[config.mk]
export PLATFORM = sky130hd
export DESIGN_NAME = wav_pcm16_stream_to_mono_unit
export DESIGN_NICKNAME = d
export VERILOG_FILES = /design/src/sv/wp16m_pkg.sv /design/src/sv/wp16m_parser.sv /design/src/sv/wp16m_out_stage.sv /design/src/sv/wav_pcm16_stream_to_mono_unit.sv
export SDC_FILE = /design/constraint.sdc
export NUM_CORES = 1
export LEC_CHECK = 0
export ABC_AREA = 1
export BUFFER_PORTS_ARGS = -buffer_cell sky130_fd_sc_hd__buf_4
export CAP_MARGIN = 0
export CELL_PAD_IN_SITES_DETAIL_PLACEMENT = 0
export CELL_PAD_IN_SITES_GLOBAL_PLACEMENT = 1
export CORE_MARGIN = 2
export CORE_UTILIZATION = 46
export CTS_BUF_LIST = sky130_fd_sc_hd__clkbuf_4
export CTS_CLUSTER_SIZE = 24
export DETAILED_ROUTE_END_ITERATION = 12
export MAX_ROUTING_LAYER = met4
export PLACE_DENSITY = 0.89
export RECOVER_POWER = 25
export SLEW_MARGIN = 20
export SYNTH_ARGS = -nofsm -noshare
export SYNTH_HDL_FRONTEND = slang
export SYNTH_SLANG_ARGS = --single-unit
[constraint.sdc]
create_clock -name i_clk -period 6.1 [get_ports i_clk]
set_input_delay 0.61 -clock i_clk [delete_from_list [all_inputs] [get_ports i_clk]]
set_output_delay 0.61 -clock i_clk [all_outputs]
set_load 0.03 [all_outputs]
[src/sv/wp16m_pkg.sv]
`timescale 1ns / 1ps

package wp16m_pkg;

    localparam logic [2:0] ST_SAMPLE      = 3'd0;
    localparam logic [2:0] ST_BAD_TAG     = 3'd1;
    localparam logic [2:0] ST_SHORT_FMT   = 3'd2;
    localparam logic [2:0] ST_UNSUPPORTED = 3'd3;
    localparam logic [2:0] ST_EMPTY       = 3'd4;

    localparam logic [31:0] TAG_RIFF = 32'h5249_4646;
    localparam logic [31:0] TAG_WAVE = 32'h5741_5645;
    localparam logic [31:0] TAG_FMT  = 32'h666D_7420;
    localparam logic [31:0] TAG_DATA = 32'h6461_7461;

    typedef struct packed {
        logic               valid;
        logic [2:0]         status;
        logic signed [16:0] mono_sample;
        logic [31:0]        sample_rate;
        logic [15:0]        channel_count;
        logic               last_sample;
    } t_result;

endpackage

[src/sv/wp16m_parser.sv]
`timescale 1ns / 1ps

module wp16m_parser
    import wp16m_pkg::*;
(
    input  logic          i_clk,
    input  logic          i_rst_n,
    input  logic          i_accept,
    input  logic [7:0]    i_data_byte,
    input  logic          i_first_byte,
    output t_result       o_result
);

    localparam logic [2:0] PH_HEADER    = 3'd0;
    localparam logic [2:0] PH_CHUNK_HDR = 3'd1;
    localparam logic [2:0] PH_FMT       = 3'd2;
    localparam logic [2:0] PH_SKIP      = 3'd3;
    localparam logic [2:0] PH_DATA      = 3'd4;
    localparam logic [2:0] PH_IDLE      = 3'd5;

    logic [2:0]  r_phase, n_phase, b_phase;
    logic [31:0] r_pos, n_pos, b_pos;
    logic [31:0] r_tag, n_tag, b_tag;
    logic [31:0] r_len, n_len, b_len;
    logic [15:0] r_fmt, n_fmt, b_fmt;
    logic [15:0] r_chan, n_chan, b_chan;
    logic [31:0] r_rate, n_rate, b_rate;
    logic [15:0] r_bits, n_bits, b_bits;
    logic [7:0]  r_low, n_low, b_low;
    logic [15:0] r_left, n_left, b_left;

    logic [31:0] len_m1;
    logic [31:0] remaining;
    logic        body_end;
    logic        frame4;
    logic [1:0]  k;
    logic [15:0] word;
    t_result     res;

    always_comb begin
        if (i_first_byte) begin
            b_phase = PH_HEADER;
            b_pos   = '0;
            b_tag   = '0;
            b_len   = '0;
            b_fmt   = '0;
            b_chan  = '0;
            b_rate  = '0;
            b_bits  = '0;
            b_low   = '0;
            b_left  = '0;
        end else begin
            b_phase = r_phase;
            b_pos   = r_pos;
            b_tag   = r_tag;
            b_len   = r_len;
            b_fmt   = r_fmt;
            b_chan  = r_chan;
            b_rate  = r_rate;
            b_bits  = r_bits;
            b_low   = r_low;
            b_left  = r_left;
        end
    end

    assign len_m1    = b_len - 32'd1;
    assign remaining = len_m1 - b_pos;
    assign body_end  = (b_pos >= len_m1);
    assign frame4    = (b_chan == 16'd2);
    assign k         = frame4 ? b_pos[1:0] : {1'b0, b_pos[0]};
    assign word      = {i_data_byte, b_low};

    always_comb begin
        n_phase = b_phase;
        n_pos   = b_pos;
        n_tag   = b_tag;
        n_len   = b_len;
        n_fmt   = b_fmt;
        n_chan  = b_chan;
        n_rate  = b_rate;
        n_bits  = b_bits;
        n_low   = b_low;
        n_left  = b_left;
        res               = '0;
        res.sample_rate   = b_rate;
        res.channel_count = b_chan;

        case (b_phase)
            PH_HEADER: begin
                n_tag = {b_tag[23:0], i_data_byte};
                if (b_pos == 32'd3 && n_tag != TAG_RIFF) begin
                    n_phase    = PH_IDLE;
                    res.valid  = 1'b1;
                    res.status = ST_BAD_TAG;
                end else if (b_pos == 32'd11) begin
                    if (n_tag != TAG_WAVE) begin
                        n_phase    = PH_IDLE;
                        res.valid  = 1'b1;
                        res.status = ST_BAD_TAG;
                    end else begin
                        n_phase = PH_CHUNK_HDR;
                        n_pos   = '0;
                    end
                end else begin
                    n_pos = b_pos + 32'd1;
                end
            end

            PH_CHUNK_HDR: begin
                if (b_pos < 32'd4) begin
                    n_tag = {b_tag[23:0], i_data_byte};
                    if (b_pos == 32'd0) begin
                        n_len = '0;
                    end
                    n_pos = b_pos + 32'd1;
                end else begin
                    case (b_pos[1:0])
                        2'd0:    n_len[7:0]   = b_len[7:0]   | i_data_byte;
                        2'd1:    n_len[15:8]  = b_len[15:8]  | i_data_byte;
                        2'd2:    n_len[23:16] = b_len[23:16] | i_data_byte;
                        default: n_len[31:24] = b_len[31:24] | i_data_byte;
                    endcase
                    if (b_pos < 32'd7) begin
                        n_pos = b_pos + 32'd1;
                    end else begin
                        n_pos = '0;
                        if (b_tag == TAG_FMT) begin
                            if (n_len < 32'd16) begin
                                n_phase    = PH_IDLE;
                                res.valid  = 1'b1;
                                res.status = ST_SHORT_FMT;
                            end else begin
                                n_phase = PH_FMT;
                            end
                        end else if (b_tag == TAG_DATA) begin
                            if (b_fmt != 16'd1 || b_bits != 16'd16 ||
                                b_chan < 16'd1 || b_chan > 16'd2) begin
                                n_phase    = PH_IDLE;
                                res.valid  = 1'b1;
                                res.status = ST_UNSUPPORTED;
                            end else if (n_len == 32'd0) begin
                                n_phase    = PH_IDLE;
                                res.valid  = 1'b1;
                                res.status = ST_EMPTY;
                            end else begin
                                n_phase = PH_DATA;
                            end
                        end else if (n_len != 32'd0) begin
                            n_phase = PH_SKIP;
                        end
                    end
                end
            end

            PH_FMT: begin
                if (b_pos == 32'd0) begin
                    n_fmt = {8'd0, i_data_byte};
                end else if (b_pos == 32'd1) begin
                    n_fmt[15:8] = i_data_byte;
                end else if (b_pos == 32'd2) begin
                    n_chan = {8'd0, i_data_byte};
                end else if (b_pos == 32'd3) begin
                    n_chan[15:8] = i_data_byte;
                end else if (b_pos == 32'd4) begin
                    n_rate = {24'd0, i_data_byte};
                end else if (b_pos == 32'd5) begin
                    n_rate[15:8] = i_data_byte;
                end else if (b_pos == 32'd6) begin
                    n_rate[23:16] = i_data_byte;
                end else if (b_pos == 32'd7) begin
                    n_rate[31:24] = i_data_byte;
                end else if (b_pos == 32'd14) begin
                    n_bits = {8'd0, i_data_byte};
                end else if (b_pos == 32'd15) begin
                    n_bits[15:8] = i_data_byte;
                end
                if (body_end) begin
                    n_phase = PH_CHUNK_HDR;
                    n_pos   = '0;
                end else begin
                    n_pos = b_pos + 32'd1;
                end
            end

            PH_SKIP: begin
                if (body_end) begin
                    n_phase = PH_CHUNK_HDR;
                    n_pos   = '0;
                end else begin
                    n_pos = b_pos + 32'd1;
                end
            end

            PH_DATA: begin
                if (!k[0]) begin
                    n_low = i_data_byte;
                end else if (k == 2'd1 && frame4) begin
                    n_left = word;
                end else begin
                    res.valid  = 1'b1;
                    res.status = ST_SAMPLE;
                    if (frame4) begin
                        res.mono_sample = $signed({b_left[15], b_left})
                                        + $signed({word[15], word});
                        res.last_sample = (remaining < 32'd4);
                    end else begin
                        res.mono_sample = $signed({word, 1'b0});
                        res.last_sample = (remaining < 32'd2);
                    end
                end
                if (remaining == 32'd0) begin
                    n_phase = PH_IDLE;
                    n_pos   = '0;
                end else begin
                    n_pos = b_pos + 32'd1;
                end
            end

            default: begin
                n_phase = b_phase;
            end
        endcase
    end

    assign o_result = res;

    always_ff @(posedge i_clk) begin
        if (!i_rst_n) begin
            r_phase <= PH_HEADER;
            r_pos   <= '0;
            r_tag   <= '0;
            r_len   <= '0;
            r_fmt   <= '0;
            r_chan  <= '0;
            r_rate  <= '0;
            r_bits  <= '0;
            r_low   <= '0;
            r_left  <= '0;
        end else if (i_accept) begin
            r_phase <= n_phase;
            r_pos   <= n_pos;
            r_tag   <= n_tag;
            r_len   <= n_len;
            r_fmt   <= n_fmt;
            r_chan  <= n_chan;
            r_rate  <= n_rate;
            r_bits  <= n_bits;
            r_low   <= n_low;
            r_left  <= n_left;
        end
    end

endmodule

[src/sv/wp16m_out_stage.sv]
`timescale 1ns / 1ps

module wp16m_out_stage
    import wp16m_pkg::*;
(
    input  logic    i_clk,
    input  logic    i_rst_n,
    input  logic    i_load,
    input  t_result i_result,
    input  logic    i_ready,
    output logic    o_can_accept,
    output logic    o_valid,
    output t_result o_result
);

    logic    r_valid;
    t_result r_result;

    assign o_can_accept = !r_valid || i_ready;
    assign o_valid      = r_valid;
    assign o_result     = r_result;

    always_ff @(posedge i_clk) begin
        if (!i_rst_n) begin
            r_valid <= 1'b0;
        end else if (i_load && i_result.valid) begin
            r_valid <= 1'b1;
        end else if (i_ready) begin
            r_valid <= 1'b0;
        end
    end

    always_ff @(posedge i_clk) begin
        if (i_load && i_result.valid) begin
            r_result <= i_result;
        end
    end

endmodule

[src/sv/wav_pcm16_stream_to_mono_unit.sv]
`timescale 1ns / 1ps

// Parses a RIFF/WAVE file arriving one byte per request on the slave stream
// and gives one mono sample per complete 16-bit PCM frame on the master stream.
// The first byte of every file is flagged by the slave tuser bit, which clears
// the parser and any format fields held from an earlier file.
// Each byte passes through the combinational parser logic into a single output
// register, so a result appears on the master side in the cycle after the byte
// that causes it is accepted. One byte is taken in every cycle unless a result
// is stalled; header bytes, skipped chunks and partial frames give no result.
// The master tuser carries the status: zero for a sample, otherwise an error,
// after which bytes are dropped until the next first byte. tlast marks the
// final complete frame of the data chunk.
// When the receiver stalls, the output register holds its result and the slave
// side stays ready only if that register is being emptied in the same cycle.
// Reset clears the parser to the file header phase and empties the output
// register.
module wav_pcm16_stream_to_mono_unit
    import wp16m_pkg::*;
(
    input  logic        i_clk,
    input  logic        i_rst_n,
    input  logic        i_s_axis_tvalid,
    output logic        o_s_axis_tready,
    input  logic [7:0]  i_s_axis_tdata,   // [7:0] data_byte
    input  logic        i_s_axis_tuser,   // [0] first_byte
    output logic        o_m_axis_tvalid,
    input  logic        i_m_axis_tready,
    output logic [71:0] o_m_axis_tdata,   // [16:0] mono_sample, [48:17] sample_rate,
                                          // [64:49] channel_count, [71:65] zero
    output logic [2:0]  o_m_axis_tuser,   // [2:0] status
    output logic        o_m_axis_tlast
);

    logic    accept;
    logic    can_accept;
    t_result parsed;
    t_result held;

    assign accept          = i_s_axis_tvalid && can_accept;
    assign o_s_axis_tready = can_accept;

    wp16m_parser u_parser (
        .i_clk        (i_clk),
        .i_rst_n      (i_rst_n),
        .i_accept     (accept),
        .i_data_byte  (i_s_axis_tdata),
        .i_first_byte (i_s_axis_tuser),
        .o_result     (parsed)
    );

    wp16m_out_stage u_out (
        .i_clk        (i_clk),
        .i_rst_n      (i_rst_n),
        .i_load       (accept),
        .i_result     (parsed),
        .i_ready      (i_m_axis_tready),
        .o_can_accept (can_accept),
        .o_valid      (o_m_axis_tvalid),
        .o_result     (held)
    );

    assign o_m_axis_tdata = {7'd0, held.channel_count, held.sample_rate, held.mono_sample};
    assign o_m_axis_tuser = held.status;
    assign o_m_axis_tlast = held.last_sample;

endmodule

Word level (Yosys, flattened, before mapping)
Index checks and enable logic that the tools add are counted.

Register bits after elaboration: 273. Input bits: 13. Output and inout bits: 78. Word-level logic and storage cells: 186.

$add $sub $neg: 4. Order comparisons: 8. Equal/unequal tests: 24. Muxes and demuxes: 106. Bitwise gates (word level): 7. Reduce and logical (&&, ||, !) cells: 20.

Operators with widths (count): $mux 32 (20); $mux 16 (21); $mux 8 (29); $eq 32x3->1 const B (4); $pmux 32 s4 (1); $eq 32x4->1 const B (3); $logic_not 32->1 (3); $lt 32x3->1 const B (3); $eq 32x2->1 const B (2); $eq 32x31->1 const B (2); $ne 32x31->1 const B (2); $pmux 32 s2 (1); $mux 21 (2); $mux 4 (10); $mux 3 (13); $add 32x1->32 const B (1); $eq 32x1->1 const B (1); $ge 32x32->1 (1); $lt 32x2->1 const B (1); $lt 32x5->1 const B (1); $or 8x8->8 (4); $reduce_bool 32->1 (1); $sub 32x1->32 const B (1); $sub 32x32->32 (1); 27 further kinds (41).

Logic depth before layout (Yosys ltp)
Depth after elaboration: 16. Mapped depth: 40. Mapped depth without buffers: 36.

By module
A second synthesis with hierarchy kept.

Cells, all modules: 3006. Area total of the unflattened synthesis: 19261.0 sq um.

Modules (own cells, without submodules): wp16m_parser (times used 1, cells an instance 2919, area each 17045.1 sq um, seq. area each 4063.9 sq um); wp16m_out_stage (times used 1, cells an instance 77, area each 2152.1 sq um, seq. area each 2122.0 sq um); wav_pcm16_stream_to_mono_unit (times used 1, cells an instance 10, area each 63.8 sq um, seq. area each 0.0 sq um).

Worst setup path before layout
Ideal clock, no wire load.

Kind: input port to flip-flop. Start: input port i_s_axis_tuser. End: register u_out.r_result, in the netlist u_out.o_result[0] (enable). Setup time: 0.423 ns. Arrival time: 4.877 ns. Required time: 5.677 ns. Path slack: 0.800 ns. Cell stages on the path: 21. Path buffers: 6. Cells stage by stage: buf_6 buf_4 buf_2 buf_2 buf_2 nor2_1 inv_1 ha_1 inv_1 clkbuf_1 o21ai_0 nor2_1 nand4_1 nor2_1 nand2_1 or2_2 nand2_1 nand3_1 nand3_1 nand2_1 inv_1.

Word-level cells in the longest chain between the ends: 15. Elaborated cells between the ends (all ways): 66. Those cells by class: order compare (5); eq/ne (14); mux (33); bitwise (4); reduce/logical (10).

Ends and longest elaborated chain: from (decl) (line wav_pcm16_stream_to_mono_unit.sv:26) `input logic i_s_axis_tuser,`; parallel branches: the longest is 13 deep, another holds $lt 32x5->1; $pmux 4 s3 * (line wp16m_parser.sv:88) `case (b_phase)`; $logic_and 1x1->1 * (line wp16m_out_stage.sv:34) `if (i_load && i_result.valid) begin`; to (signal assigned) (line wp16m_out_stage.sv:35) `r_result <= i_result;`; to (decl) (line wp16m_out_stage.sv:17) `t_result r_result;`.

Every way passes the cells marked *. The select of a mux whose other input is x is not followed. A chain may end at the register's enable or synchronous reset.

Worst setup path after layout
Start: input port i_s_axis_tuser. End: register u_parser.r_pos[11].

Word-level cells in the longest chain between the ends: 6. Elaborated cells between the ends (all ways): 30. Those cells by class: add/sub (3); order compare (3); eq/ne (8); mux (12); reduce/logical (4).

Ends and longest elaborated chain: $mux 32 (line wp16m_parser.sv:41) `if (i_first_byte) begin`; $sub 32x1->32 or $ne 32x31->1 (tied branches) (line wp16m_parser.sv:66, wp16m_parser.sv:96); $sub 32x32->32 or $mux 32 (tied branches) (line wp16m_parser.sv:67, wp16m_parser.sv:96); $logic_not 32->1 or $mux 32 (tied branches) (line wp16m_parser.sv:211, wp16m_parser.sv:95); $mux 32, on equally long branches (line wp16m_parser.sv:211, wp16m_parser.sv:91); $pmux 32 s4 * (line wp16m_parser.sv:88); to (signal assigned) (line wp16m_parser.sv:241) `r_pos <= n_pos;`; to (decl) (line wp16m_parser.sv:22) `logic [31:0] r_pos, n_pos, b_pos;`.

Every way passes the cells marked *; elsewhere a longest branch is shown, timed or not.

==> results.md <==
* Commonest non-fill, non-tap cell in the layout: nand2_1
* Layout overhead on the synthesized area at 8.72%
* Final Max Tran Viols at 36
* Site Rows at 76
* WL per Instance at 17.5 µm
* RSZ-0062 raised after global routing: false
* Layout cells sized above 1 at 7.54%
* Pwr Density at 219 mW/mm²
* Placed cell count at 3771
* Latest clock arrival within the worst-skew pair at 0.81 ns
* Initial antenna violation count at 3
* Critical Path AT at 5.97 ns
* Nets@finish at 3335
* Number of global-route vias before repair at 20.3k
* Setup Fix Bufs, Post-CTS at 0
* Final ANT Viol Nets at 0
* Final Skew at 0.0670 ns
* Design Area, Final at 0.0220 mm²
* Crit path max fanout at 27
* Post-CTS sizing at 0
* Fraction of registers with async set/reset at 0%
* Setup TNS Final at 0 ns
* Violated checks: capacitance limit, slew limit
* I/O pin cnt at 91
* GRT Residual Overflow at 0
* Cell Area, Placed at 0.0212 mm²
* R2r setup slk at 0.75 ns
* Syn Inst Count at 3219
* Hold Crit Class: in2reg
* CTS tree: yes
* # DRC at 0
* I/O Buffers at 83
* GP Congestion at 0.958
* Crit-path max cell delay at 0.40 ns
* Critical path type: in2reg
* Critical Path Most Common Cell: nand2_1
* Core area at 0.0432 mm²
* Global-route wire length before repair at 108 mm
* Reg2reg start: u_parser.r_len[0]$_SDFFE_PN0P_
* Most frequent cells in the layout: nand2_1 (785), inv_1 (573), nor2_1 (292)
* Deepest clock path buffer count at 3
* Slew @ Worst Pin at 1.73 ns
* Syn avg cell area at 6.28 µm²
* Highest clock rate at 0.186 GHz
* Relative slew margins at -15.7%
* R2R cell count at 32
* Hpwl dp at 48.3 mm
* Placement Setup Slack at 0.204 ns
* Largest net degree at the start of global routing at 88
* Hold path depth at 4
* Num CTS Buffers at 78
* 1st-pass router iterations at 8
* Yosys warning count at 0
* Max Cap Viol at 1
* CP Launch Point: i_s_axis_tuser
* Min cycle time layout at 5.37 ns
* CP Capture Type: register
* Final period util at 88.0%
* Die footprint at 0.0456 mm²
* Synth top area share at 20.2%
* Die Ht at 214 µm
* Crit path to: u_parser.r_pos[11]$_SDFFE_PN0P_
* Status: finished with violations
* Routed vias at 21.5k
* Post-synth EDFFs at 69
* Die X at 214 µm
* Iteration-0 DRC Markers at 1858
* Register area share after synthesis at 30.5%
* Tot GR Track Use at 31.0%
* Via density per instance at 5.49
* Startpoint types: primary input
* Peak supply drop at 0.168 mV
* Leakage at 10.3 nW
* Synth Flop Type: dfxtp_1
* Yosys top cell by area: dfxtp_1
* CP max stage cell: nor4_1
* Clk sinks at 273
* Top post-synthesis cells by area: dfxtp_1 (20%), nand2_1 (15%), inv_1 (11%), edfxtp_1 (10%), o21ai_0 (6.3%)
* Reg clk slew, reported paths at 0.07 ns
* RR Endpoint: u_parser.r_pos[11]$_SDFFE_PN0P_
* Final Util at 50.9%
* Fin cells at 3915
* Fin worst setup slack at 0.731 ns
* Setup-failing EPs final at 0
* Crit path required time at 6.70 ns
* Drt total wl at 68.6 mm
* Root Driver: clkbuf_4
* Fin. Hold Viols at 0
* Mapped cell area at 0.0202 mm²
* Hold-fix buffers, CTS at 0
* Initial core utilization at 46.8%
* Library cells used by synthesis at 58
* H-tree depth at 3
* Flops & latches, synth at 273
-- sequential cells by signal, summed over array words and instances (netlist names), 8 cells and up --
name	count
u_parser.r_len	32
u_parser.r_tag	32
u_parser.r_left	16
u_out.o_result	69
u_parser.r_pos	32
u_parser.r_chan	16
u_parser.r_fmt	16
u_parser.r_rate	32
u_parser.r_low	8
u_parser.r_bits	16
-- per-stage QoR --
stage | hold slack, ns | power [mW]
after global placement | 0.448 | 3.08
after global routing | 0.193 | 5.11
after floorplan | 0.439 | 2.79
after CTS | 0.149 | 4.85
after detailed placement | 0.456 | 3.09
final | 0.206 | 4.81
-- how the worst min path moves through the flow --
| stage | from | to | slack [ns] |
|---|---|---|---|
| 4_1_cts | i_m_axis_tready | u_out.o_valid$_SDFFE_PN0P_ | 0.15 |
| 3_3_place_gp | u_parser.r_rate[31]$_SDFFE_PN0P_ | u_parser.r_rate[31]$_SDFFE_PN0P_ | 0.45 |
| 5_1_grt | i_s_axis_tdata[2] | u_parser.r_rate[26]$_SDFFE_PN0P_ | 0.19 |
| 6_report | i_m_axis_tready | u_out.o_valid$_SDFFE_PN0P_ | 0.21 |
| 2_1_floorplan | u_parser.r_rate[26]$_SDFFE_PN0P_ | u_parser.r_rate[26]$_SDFFE_PN0P_ | 0.44 |
| 3_5_place_dp | u_parser.r_len[14]$_SDFFE_PN0P_ | u_parser.r_len[14]$_SDFFE_PN0P_ | 0.46 |
-- cells in the mapped netlist, types with 7 or more instances --
library cell,count
nand2_1,786
inv_1,576
nor2_1,293
o21ai_0,255
a21oi_1,243
dfxtp_1,204
nand3_1,142
clkbuf_1,114
edfxtp_1,69
xor2_1,62
ha_1,54
nand4_1,54
nor3_1,52
o211ai_1,42
nor4_1,32
a221oi_1,30
o221ai_1,29
a31oi_1,16
nand2_2,16
buf_2,12
buf_4,12
buf_1,10
o21ai_1,10
xnor2_1,10
nand3b_1,9
nor3_2,9
nor2_2,7
nor2_4,7
-- metal layers --
| layer | global-route usage [%] | vias to the layer above | routed length, µm |
|---|---|---|---|
| met5 | - | - | 0 |
| met4 | 14.8 | 0 | 2780 |
| met3 | 5.65 | 183 | 5300 |
| met2 | 48.1 | 833 | 30700 |
| met1 | 39.0 | 9930 | 29800 |
| li1 | - | 10600 | - |
-- report_power, final --
group	internal, mW	switching (mW)
Clock	0.891	0.856
Sequential	1.89	0.0232
Combinational	0.347	0.803
Total	3.13	1.68
-- critical path: cells and delay by family --
family                   cells  cell delay (ns)
AND/OR/NAND/NOR             24             4.00
buffers and inverters        5             0.77
adder cells (fa/ha/maj)      1             0.39
XOR/XNOR                     1             0.10
AO/OA/AOI/OAI                1             0.05
-- layout make-up --
class	instances	area, µm²
Multi-Input combinational cell	2209	11200
Sequential cell	273	6160
Clock inverter	32	185
Fill cell	4585	21200
Antenna cell	2	5.00
Inverter	589	2220
Tap cell	585	732
Clock buffer	110	826
Timing Repair Buffer	115	658
-- cell families after synthesis --
| kind of cell | after synthesis | share of synthesized area (%) |
|---|---|---|
| buf+inv | 743 | 14.4 |
| other cells | 1 | 0.0186 |
| mux | 1 | 0.0495 |
| fa+ha+maj | 56 | 3.54 |
| xor+xnor | 72 | 3.12 |
| flops | 273 | 30.5 |
| compound gates | 650 | 18.2 |
| simple gates | 1423 | 30.2 |
Power figures use the tool's default switching activity.
